$ cat src/rtl/stkf_pkg.sv
// Shared types, constants, saturating arithmetic and microprogram for the tracking filter.
package stkf_pkg;

   localparam int INTERNAL_WIDTH = 64;
   localparam logic [63:0] TOP_MAG = 64'd1 << (INTERNAL_WIDTH - 1);
   localparam logic [63:0] LIM_HI  = TOP_MAG - 64'd1;
   localparam logic [63:0] LIM_LO  = ~LIM_HI;

   localparam logic [63:0] ONE_Q   = 64'h0000_0001_0000_0000;
   localparam logic [63:0] Q_NOISE = 64'd429497;
   localparam logic [63:0] R_NOISE = 64'd42949673;
   localparam logic [63:0] F_02    = 64'd429067233;
   localparam logic [63:0] F_12    = 64'd42949673;
   localparam logic [63:0] TEN_Q   = 64'h0000_000A_0000_0000;
   localparam logic [63:0] INIT_X  = 64'h0000_0140_0000_0000;

   localparam logic [16:0] FORGET_RST = 17'd62259;
   localparam logic [23:0] WEAK_RST   = 24'd65536;
   localparam logic        CSR_FORGET = 1'b0;
   localparam logic        CSR_WEAK   = 1'b1;

   localparam int NREG = 48;

   localparam logic [3:0] OP_LDK  = 4'd0;
   localparam logic [3:0] OP_ADD  = 4'd1;
   localparam logic [3:0] OP_SUB  = 4'd2;
   localparam logic [3:0] OP_MUL  = 4'd3;
   localparam logic [3:0] OP_DIV  = 4'd4;
   localparam logic [3:0] OP_SELS = 4'd5;
   localparam logic [3:0] OP_LAM  = 4'd6;
   localparam logic [3:0] OP_OUT  = 4'd7;
   localparam logic [3:0] OP_END  = 4'd8;

   localparam logic [5:0] K_ZERO  = 6'd0;
   localparam logic [5:0] K_ONE   = 6'd1;
   localparam logic [5:0] K_QN    = 6'd2;
   localparam logic [5:0] K_RN    = 6'd3;
   localparam logic [5:0] K_F02   = 6'd4;
   localparam logic [5:0] K_F12   = 6'd5;
   localparam logic [5:0] K_TEN   = 6'd6;
   localparam logic [5:0] K_INITX = 6'd7;
   localparam logic [5:0] K_RHO   = 6'd8;
   localparam logic [5:0] K_BETA  = 6'd9;
   localparam logic [5:0] K_Z     = 6'd10;

   localparam logic [5:0] R_ZERO = 6'd0;
   localparam logic [5:0] R_ONE  = 6'd1;
   localparam logic [5:0] R_QN   = 6'd2;
   localparam logic [5:0] R_RN   = 6'd3;
   localparam logic [5:0] R_F02  = 6'd4;
   localparam logic [5:0] R_F12  = 6'd5;
   localparam logic [5:0] R_TEN  = 6'd6;
   localparam logic [5:0] R_RHO  = 6'd7;
   localparam logic [5:0] R_BETA = 6'd8;
   localparam logic [5:0] R_X0   = 6'd9;
   localparam logic [5:0] R_X1   = 6'd10;
   localparam logic [5:0] R_X2   = 6'd11;
   localparam logic [5:0] R_P00  = 6'd12;
   localparam logic [5:0] R_P01  = 6'd13;
   localparam logic [5:0] R_P02  = 6'd14;
   localparam logic [5:0] R_P10  = 6'd15;
   localparam logic [5:0] R_P11  = 6'd16;
   localparam logic [5:0] R_P12  = 6'd17;
   localparam logic [5:0] R_P20  = 6'd18;
   localparam logic [5:0] R_P21  = 6'd19;
   localparam logic [5:0] R_P22  = 6'd20;
   localparam logic [5:0] R_S    = 6'd21;
   localparam logic [5:0] R_Z    = 6'd22;
   localparam logic [5:0] R_E    = 6'd23;
   localparam logic [5:0] R_XP0  = 6'd24;
   localparam logic [5:0] R_XP1  = 6'd25;
   localparam logic [5:0] R_FP00 = 6'd26;
   localparam logic [5:0] R_FP01 = 6'd27;
   localparam logic [5:0] R_FP02 = 6'd28;
   localparam logic [5:0] R_FP10 = 6'd29;
   localparam logic [5:0] R_FP11 = 6'd30;
   localparam logic [5:0] R_FP12 = 6'd31;
   localparam logic [5:0] R_A00  = 6'd32;
   localparam logic [5:0] R_A01  = 6'd33;
   localparam logic [5:0] R_A10  = 6'd34;
   localparam logic [5:0] R_A11  = 6'd35;
   localparam logic [5:0] R_PP00 = 6'd36;
   localparam logic [5:0] R_PP01 = 6'd37;
   localparam logic [5:0] R_PP10 = 6'd38;
   localparam logic [5:0] R_PP11 = 6'd39;
   localparam logic [5:0] R_K0   = 6'd40;
   localparam logic [5:0] R_K1   = 6'd41;
   localparam logic [5:0] R_T0   = 6'd42;
   localparam logic [5:0] R_T1   = 6'd43;
   localparam logic [5:0] R_T2   = 6'd44;
   localparam logic [5:0] R_N    = 6'd45;
   localparam logic [5:0] R_LAM  = 6'd46;
   localparam logic [5:0] R_SD   = 6'd47;

   typedef struct packed {
      logic [3:0] op;
      logic [5:0] dst;
      logic [5:0] a;
      logic [5:0] b;
   } instr_type;

   typedef struct packed {
      logic      go;
      logic      load;
      instr_type ins;
   } cmd_type;

   typedef struct packed {
      logic done;
   } status_type;

   localparam int PROG_LEN   = 109;
   localparam int ITEM_START = 14;
   localparam int PC_W       = $clog2(PROG_LEN);

   localparam instr_type PROG [PROG_LEN] = '{
      // reset program
      '{OP_LDK, R_X0,  K_INITX, R_ZERO},
      '{OP_LDK, R_X1,  K_INITX, R_ZERO},
      '{OP_LDK, R_X2,  K_INITX, R_ZERO},
      '{OP_LDK, R_P00, K_ONE,   R_ZERO},
      '{OP_LDK, R_P01, K_ZERO,  R_ZERO},
      '{OP_LDK, R_P02, K_ZERO,  R_ZERO},
      '{OP_LDK, R_P10, K_ZERO,  R_ZERO},
      '{OP_LDK, R_P11, K_ONE,   R_ZERO},
      '{OP_LDK, R_P12, K_ZERO,  R_ZERO},
      '{OP_LDK, R_P20, K_ZERO,  R_ZERO},
      '{OP_LDK, R_P21, K_ZERO,  R_ZERO},
      '{OP_LDK, R_P22, K_ONE,   R_ZERO},
      '{OP_LDK, R_S,   K_ZERO,  R_ZERO},
      '{OP_END, R_ZERO, R_ZERO, R_ZERO},
      // per-measurement program
      '{OP_LDK, R_ZERO, K_ZERO, R_ZERO},
      '{OP_LDK, R_ONE,  K_ONE,  R_ZERO},
      '{OP_LDK, R_QN,   K_QN,   R_ZERO},
      '{OP_LDK, R_RN,   K_RN,   R_ZERO},
      '{OP_LDK, R_F02,  K_F02,  R_ZERO},
      '{OP_LDK, R_F12,  K_F12,  R_ZERO},
      '{OP_LDK, R_TEN,  K_TEN,  R_ZERO},
      '{OP_LDK, R_RHO,  K_RHO,  R_ZERO},
      '{OP_LDK, R_BETA, K_BETA, R_ZERO},
      '{OP_LDK, R_Z,    K_Z,    R_ZERO},
      '{OP_MUL, R_T0,  R_TEN, R_X1},
      '{OP_ADD, R_XP0, R_X0,  R_T0},
      '{OP_MUL, R_T0,  R_F02, R_X2},
      '{OP_ADD, R_XP0, R_XP0, R_T0},
      '{OP_MUL, R_T0,  R_F12, R_X2},
      '{OP_ADD, R_XP1, R_X1,  R_T0},
      '{OP_SUB, R_E,   R_Z,   R_XP0},
      '{OP_MUL, R_T0,  R_E,   R_E},
      '{OP_MUL, R_T1,  R_RHO, R_S},
      '{OP_ADD, R_T1,  R_T1,  R_T0},
      '{OP_ADD, R_T2,  R_ONE, R_RHO},
      '{OP_DIV, R_T1,  R_T1,  R_T2},
      '{OP_SELS, R_S,  R_T0,  R_T1},
      '{OP_SUB, R_N,   R_S,    R_QN},
      '{OP_MUL, R_T0,  R_BETA, R_RN},
      '{OP_SUB, R_N,   R_N,    R_T0},
      '{OP_MUL, R_T0,   R_TEN,  R_P10},
      '{OP_ADD, R_FP00, R_P00,  R_T0},
      '{OP_MUL, R_T0,   R_F02,  R_P20},
      '{OP_ADD, R_FP00, R_FP00, R_T0},
      '{OP_MUL, R_T0,   R_TEN,  R_P11},
      '{OP_ADD, R_FP01, R_P01,  R_T0},
      '{OP_MUL, R_T0,   R_F02,  R_P21},
      '{OP_ADD, R_FP01, R_FP01, R_T0},
      '{OP_MUL, R_T0,   R_TEN,  R_P12},
      '{OP_ADD, R_FP02, R_P02,  R_T0},
      '{OP_MUL, R_T0,   R_F02,  R_P22},
      '{OP_ADD, R_FP02, R_FP02, R_T0},
      '{OP_MUL, R_T0,   R_F12,  R_P20},
      '{OP_ADD, R_FP10, R_P10,  R_T0},
      '{OP_MUL, R_T0,   R_F12,  R_P21},
      '{OP_ADD, R_FP11, R_P11,  R_T0},
      '{OP_MUL, R_T0,   R_F12,  R_P22},
      '{OP_ADD, R_FP12, R_P12,  R_T0},
      '{OP_MUL, R_T0,  R_FP01, R_TEN},
      '{OP_ADD, R_A00, R_FP00, R_T0},
      '{OP_MUL, R_T0,  R_FP02, R_F02},
      '{OP_ADD, R_A00, R_A00,  R_T0},
      '{OP_MUL, R_T0,  R_FP02, R_F12},
      '{OP_ADD, R_A01, R_FP01, R_T0},
      '{OP_MUL, R_T0,  R_FP11, R_TEN},
      '{OP_ADD, R_A10, R_FP10, R_T0},
      '{OP_MUL, R_T0,  R_FP12, R_F02},
      '{OP_ADD, R_A10, R_A10,  R_T0},
      '{OP_MUL, R_T0,  R_FP12, R_F12},
      '{OP_ADD, R_A11, R_FP11, R_T0},
      '{OP_DIV, R_T0,  R_N,   R_A00},
      '{OP_LAM, R_LAM, R_A00, R_T0},
      '{OP_MUL, R_PP00, R_LAM, R_A00},
      '{OP_MUL, R_PP01, R_LAM, R_A01},
      '{OP_MUL, R_PP10, R_LAM, R_A10},
      '{OP_MUL, R_PP11, R_LAM, R_A11},
      '{OP_ADD, R_PP00, R_PP00, R_QN},
      '{OP_ADD, R_PP11, R_PP11, R_QN},
      '{OP_ADD, R_SD,   R_PP00, R_RN},
      '{OP_DIV, R_K0,   R_PP00, R_SD},
      '{OP_DIV, R_K1,   R_PP10, R_SD},
      '{OP_MUL, R_T0, R_K0,   R_E},
      '{OP_ADD, R_X0, R_XP0,  R_T0},
      '{OP_MUL, R_T0, R_K1,   R_E},
      '{OP_ADD, R_X1, R_XP1,  R_T0},
      '{OP_ADD, R_X2, R_ZERO, R_ZERO},
      '{OP_MUL, R_T0,  R_K0,   R_PP00},
      '{OP_SUB, R_P00, R_PP00, R_T0},
      '{OP_MUL, R_T0,  R_K0,   R_PP01},
      '{OP_SUB, R_P01, R_PP01, R_T0},
      '{OP_ADD, R_P02, R_ZERO, R_ZERO},
      '{OP_MUL, R_T0,  R_K1,   R_PP00},
      '{OP_SUB, R_P10, R_PP10, R_T0},
      '{OP_MUL, R_T0,  R_K1,   R_PP01},
      '{OP_SUB, R_P11, R_PP11, R_T0},
      '{OP_ADD, R_P12, R_ZERO, R_ZERO},
      '{OP_ADD, R_P20, R_ZERO, R_ZERO},
      '{OP_ADD, R_P21, R_ZERO, R_ZERO},
      '{OP_ADD, R_P22, R_QN,   R_ZERO},
      '{OP_MUL, R_T0, R_TEN, R_X1},
      '{OP_ADD, R_T1, R_X0,  R_T0},
      '{OP_MUL, R_T0, R_F02, R_X2},
      '{OP_ADD, R_T1, R_T1,  R_T0},
      '{OP_OUT, 6'd0, R_T1,  R_ZERO},
      '{OP_MUL, R_T0, R_F12, R_X2},
      '{OP_ADD, R_T2, R_X1,  R_T0},
      '{OP_OUT, 6'd1, R_T2,  R_ZERO},
      '{OP_OUT, 6'd2, R_ZERO, R_ZERO},
      '{OP_END, R_ZERO, R_ZERO, R_ZERO}
   };

   function automatic logic [63:0] from_mag(logic neg, logic [63:0] m, logic ovf);
      logic [63:0] r;
      if (ovf || m >= TOP_MAG) begin
         r = neg ? LIM_LO : LIM_HI;
      end else begin
         r = neg ? (64'd0 - m) : m;
      end
      return r;
   endfunction

   function automatic logic [63:0] sadd(logic [63:0] a, logic [63:0] b);
      logic signed [64:0] s;
      logic [63:0]        r;
      s = $signed({a[63], a}) + $signed({b[63], b});
      if (s > $signed({LIM_HI[63], LIM_HI})) begin
         r = LIM_HI;
      end else if (s < $signed({LIM_LO[63], LIM_LO})) begin
         r = LIM_LO;
      end else begin
         r = s[63:0];
      end
      return r;
   endfunction

   function automatic logic [63:0] ssub(logic [63:0] a, logic [63:0] b);
      logic [63:0] nb;
      nb = ($signed(b) <= $signed(LIM_LO)) ? LIM_HI : (64'd0 - b);
      return sadd(a, nb);
   endfunction

   function automatic logic [31:0] to_port(logic [63:0] v);
      logic [63:0] mag;
      logic [63:0] m;
      logic [63:0] nm;
      logic [31:0] r;
      mag = v[63] ? (64'd0 - v) : v;
      m   = (mag + 64'd32768) >> 16;
      if (v[63]) begin
         if (m > 64'h8000_0000) begin
            m = 64'h8000_0000;
         end
         nm = 64'd0 - m;
         r  = nm[31:0];
      end else begin
         if (m > 64'h7FFF_FFFF) begin
            m = 64'h7FFF_FFFF;
         end
         r = m[31:0];
      end
      return r;
   endfunction

endpackage

$ cat src/rtl/stkf_ctrl.sv
// Sequencer: microprogram counter, instruction issue and stream handshakes.
module stkf_ctrl (
   input  logic                 clock,
   input  logic                 reset,
   input  logic                 req_tvalid,
   output logic                 req_tready,
   output logic                 rsp_tvalid,
   input  logic                 rsp_tready,
   output stkf_pkg::cmd_type    cmd,
   input  stkf_pkg::status_type sts
);

   localparam logic [1:0] ST_IDLE  = 2'd0;
   localparam logic [1:0] ST_ISSUE = 2'd1;
   localparam logic [1:0] ST_WAIT  = 2'd2;

   logic [1:0]               state_ff, state_in;
   logic [stkf_pkg::PC_W-1:0] pc_ff, pc_in;
   logic                     item_ff, item_in;
   logic                     rv_ff, rv_in;
   stkf_pkg::instr_type      ins;

   always_comb begin
      ins        = stkf_pkg::PROG[pc_ff];
      state_in   = state_ff;
      pc_in      = pc_ff;
      item_in    = item_ff;
      rv_in      = rv_ff;
      cmd.go     = 1'b0;
      cmd.load   = 1'b0;
      cmd.ins    = ins;
      req_tready = (state_ff == ST_IDLE);
      if (rv_ff && rsp_tready) begin
         rv_in = 1'b0;
      end
      unique case (state_ff)
         ST_IDLE: begin
            if (req_tvalid) begin
               cmd.load = 1'b1;
               pc_in    = stkf_pkg::PC_W'(stkf_pkg::ITEM_START);
               item_in  = 1'b1;
               state_in = ST_ISSUE;
            end
         end
         ST_ISSUE: begin
            if (ins.op == stkf_pkg::OP_END) begin
               if (item_ff) begin
                  rv_in = 1'b1;
               end
               item_in  = 1'b0;
               state_in = ST_IDLE;
            end else if (!(ins.op == stkf_pkg::OP_OUT && rv_ff)) begin
               cmd.go   = 1'b1;
               state_in = ST_WAIT;
            end
         end
         ST_WAIT: begin
            if (sts.done) begin
               pc_in    = pc_ff + 1'b1;
               state_in = ST_ISSUE;
            end
         end
         default: state_in = ST_IDLE;
      endcase
      rsp_tvalid = rv_ff;
   end

   always_ff @(posedge clock) begin
      if (reset) begin
         state_ff <= ST_ISSUE;
         pc_ff    <= '0;
         item_ff  <= 1'b0;
         rv_ff    <= 1'b0;
      end else begin
         state_ff <= state_in;
         pc_ff    <= pc_in;
         item_ff  <= item_in;
         rv_ff    <= rv_in;
      end
   end

endmodule

$ cat config.mk
export PLATFORM = sky130hd
export DESIGN_NAME = stkf_ctrl
export DESIGN_NICKNAME = d
export VERILOG_FILES = /design/src/rtl/stkf_pkg.sv /design/src/rtl/stkf_ctrl.sv
export SDC_FILE = /design/constraint.sdc
export NUM_CORES = 1
export LEC_CHECK = 0
export BUFFER_PORTS_ARGS = -buffer_cell sky130_fd_sc_hd__buf_4
export CORE_UTILIZATION = 52
export DETAILED_ROUTE_END_ITERATION = 12
export HOLD_SLACK_MARGIN = 0.03
export PLACE_DENSITY = 0.73
export SYNTH_ARGS = -nofsm -noshare
export SYNTH_HDL_FRONTEND = slang
export SYNTH_SLANG_ARGS = --single-unit
$ cat constraint.sdc
create_clock -name clock -period 4.3 [get_ports clock]
set_input_delay 0.645 -clock clock [delete_from_list [all_inputs] [get_ports clock]]
set_output_delay 0.645 -clock clock [all_outputs]
set_load 0.02 [all_outputs]
==> results.py <==
metrics = {
    "yosys": {
        "synth_seq_area_share_pct": 7.40,
        "synthCells": 477,
        "yosys_warnings": 0,
        "avgSynthCellArea_um2": 6.24,
        "ys.flop_type": "dfxtp_1",
        "synth_compound_area_share_pct": 44.9,
        "yosys.area_share.simple_pct": 28.1,
        "muxShareOfSynthArea_pct": 2.94,
        "synth-adder-area-share_pct": 4.63,
        "async_reset_ff_share_pct": 0,
        "synth_edf_count": 0,
        "synth_top_family_by_area": "compound AO/OA/AOI/OAI gates",
        "synth_xor_area_share_pct": 1.47,
        "synth_area_mm2": 0.00297,
        "synth_seq_cells": 11,
        "synthDistinctLibCells": 71,
        "syn_nets": 493,
    },
    "die": {
        "core-area_mm2": 0.00551,
        "die_h_um": 77.6,
        "die_w_um": 77.6,
        "die-area_mm2": 0.00603,
        "initial_core_util_pct": 54.0,
        "io_pins": 31,
        "placementRows": 27,
    },
    "clocking": {
        "cts_htree_levels": 1,
        "ctsHoldBuffers": 0,
        "cts.sinks": 11,
        "tritoncts": "yes",
        "numCtsBuffers": 3,
        "cts_buffer_depth": 2,
        "clk_pin_slew_worst_paths_ps": 50,
        "cts_root_buffer": "clkbuf_8",
        "clock_latency_ps": 240,
        "cts_resized": 0,
        "cts_setup_buffers": 0,
    },
    "global_route": {
        "grt_max_degree": 68,
        "grtUsageTotal_pct": 40.6,
        "grt_overflow": 0,
        "grt_pass1_vias": 3425,
        "antenna_found_initial": 0,
        "grt_first_pass_wirelength_mm": 19.1,
    },
    "worst_hold_path": {
        "hold_path.class": "reg -> reg",
    },
    "place": {
        "portBuffers": 30,
        "hpwl_mm": 8.62,
        "placed_area_mm2": 0.00318,
        "place.gp.congestion": 1.04,
    },
    "status": {
        "status": "complete, no violations",
    },
    "pwr": {
        "p_total_uw": 613,
        "peakVddDrop_uv": 215,
        "leakage_uw": 0.00118,
        "powerDensity_mw_per_mm2": 190,
    },
    "setup_path": {
        "arrival_ps": 2970,
        "worstSetupPathType": "reg -> out",
        "crit_path_max_fanout": 12,
        "start_kind": "register",
        "cp-end-kind": "primary output",
        "worst_ep_required_time_ps": 3650,
    },
    "routing": {
        "drc": 0,
        "vias": 4092,
        "first_pass_iters": 6,
        "wl_per_cell_um": 22.9,
        "met3_length_mm": 1.77,
        "initialDrtViolationCount": 911,
        "met2WireLength_mm": 5.04,
        "top_layer": "met4",
        "ant_nets": 0,
        "wl_met1_mm": 4.91,
        "wl_mm": 12.5,
        "viasPerCell": 7.49,
    },
    "sta": {
        "min_period_ps": 3620,
        "max_freq_ghz": 0.276,
        "finalHoldViolCount": 0,
        "setup_viol": 0,
        "fin_worst_skew_ps": 5.06,
        "slew_violations": 0,
        "finalCritPeriodShare_pct": 84.1,
        "maxSlewHeadroom_pct": 49.4,
        "setup_tns_ps": 0,
        "worstMarginPinSlew_ps": 756,
        "rsz0062_at_grt": "no",
    },
    "layout": {
        "multiInputGateArea_mm2": 0.00244,
        "synthToLayoutAreaGrowth_pct": 8.58,
        "drive_gt1_share_pct": 14.3,
        "fin_nets": 491,
        "diodes": 0,
        "post-route-util_pct": 58.6,
        "postLayoutCellArea_mm2": 0.00323,
        "seqCellArea_um2": 224,
        "fillers": 545,
    },
    "run": {
        "drv_cap": 0,
    },
}
-- power by group --
group | total [uW] | switching [uW] | internal [uW]
clock network | 103 | 37.7 | 65.0
logic | 381 | 250 | 130
registers | 130 | 21.6 | 108
-- state kept, by name, indices dropped and copies added, names as in the netlist --
register and cells:
pc_ff 7, state_ff 2, item_ff 1, rsp_tvalid 1
-- cell type report --
class | instances | area share (%)
Sequential cell | 11 | 6.94
Tap cell | 72 | 2.79
Inverter | 14 | 1.63
Multi-Input combinational cell | 398 | 75.6
Clock buffer | 4 | 1.39
Timing Repair Buffer | 47 | 11.7
-- synthesized netlist by cell type (12+ instances only) --
library cell  number  share of area (%)
nand2_1           57                7.2
a211oi_1          13                3.3
clkbuf_1          24                3.0
nand2b_1          17                3.6
a21oi_1           41                6.9
nor2_1            43                5.4
o21ai_0           52                8.8
nand3_1           13                2.2
o211ai_1          13                3.3
nor2b_1           12                2.5
nor3_1            12                2.0
buf_2             20                3.4
a31oi_1           17                3.6
-- worst paths after layout --
path / startpoint / end / slack [ps] / depth (start not counted)
min reg2reg: item_ff / item_ff / 490 / 2
max reg2reg: pc_ff[0] / state_ff[1] / 1570 / 8
min: item_ff / item_ff / 490 / 2
max: pc_ff[1] / cmd[12] / 680 / 9
-- per-layer routing --
| layer | vias to the layer above | track usage (%) |
|---|---|---|
| li1 | 1767 | - |
| met5 | - | 0 |
| met2 | 417 | 58.6 |
| met1 | 1834 | 56.9 |
| met4 | 0 | 23.0 |
| met3 | 74 | 6.00 |
-- cell usage in the layout, fill, tap and decap left out, types with 6 or more instances in the layout --
master | synthesis | routed
ha_1 | 11 | 11
nor2_1 | 43 | 43
a31oi_1 | 17 | 17
o211ai_1 | 13 | 13
buf_4 | 5 | 45
o221ai_1 | 6 | 6
nand2_1 | 57 | 57
nand3_1 | 13 | 13
a21oi_1 | 41 | 41
nor3_1 | 12 | 12
nor2b_1 | 12 | 12
a211oi_1 | 13 | 13
inv_1 | 11 | 11
dfxtp_1 | 11 | 8
nand2b_1 | 17 | 17
o21ai_0 | 52 | 52
-- cell families after synthesis --
family / after synthesis
AO/OA/AOI/OAI: 202
XOR/XNOR: 5
AND/OR/NAND/NOR: 174
adder cells (fa/ha/maj): 11
flip-flops: 11
buffers and inverters: 68
multiplexers: 6
-- stage by stage --
| stage | instances | setup slack [ps] | hold slack [ps] |
|---|---|---|---|
| CTS | 546 | 823 | 491 |
| global route | 546 | 612 | 507 |
| detailed placement | 542 | 1070 | 479 |
| finish | 546 | 682 | 490 |
| floorplan | 477 | 1170 | 456 |
| global placement | 542 | 1030 | 472 |
-- critical path: stages, from the launching register on --
cell and delay, ps:
dfxtp_1 650, inv_2 170, ha_1 460, buf_4 250, nor2_1 380, a21oi_1 130, o22ai_1 170, a21oi_1 120
o221ai_1 240, buf_4 180
Power figures use the tool's default switching activity.
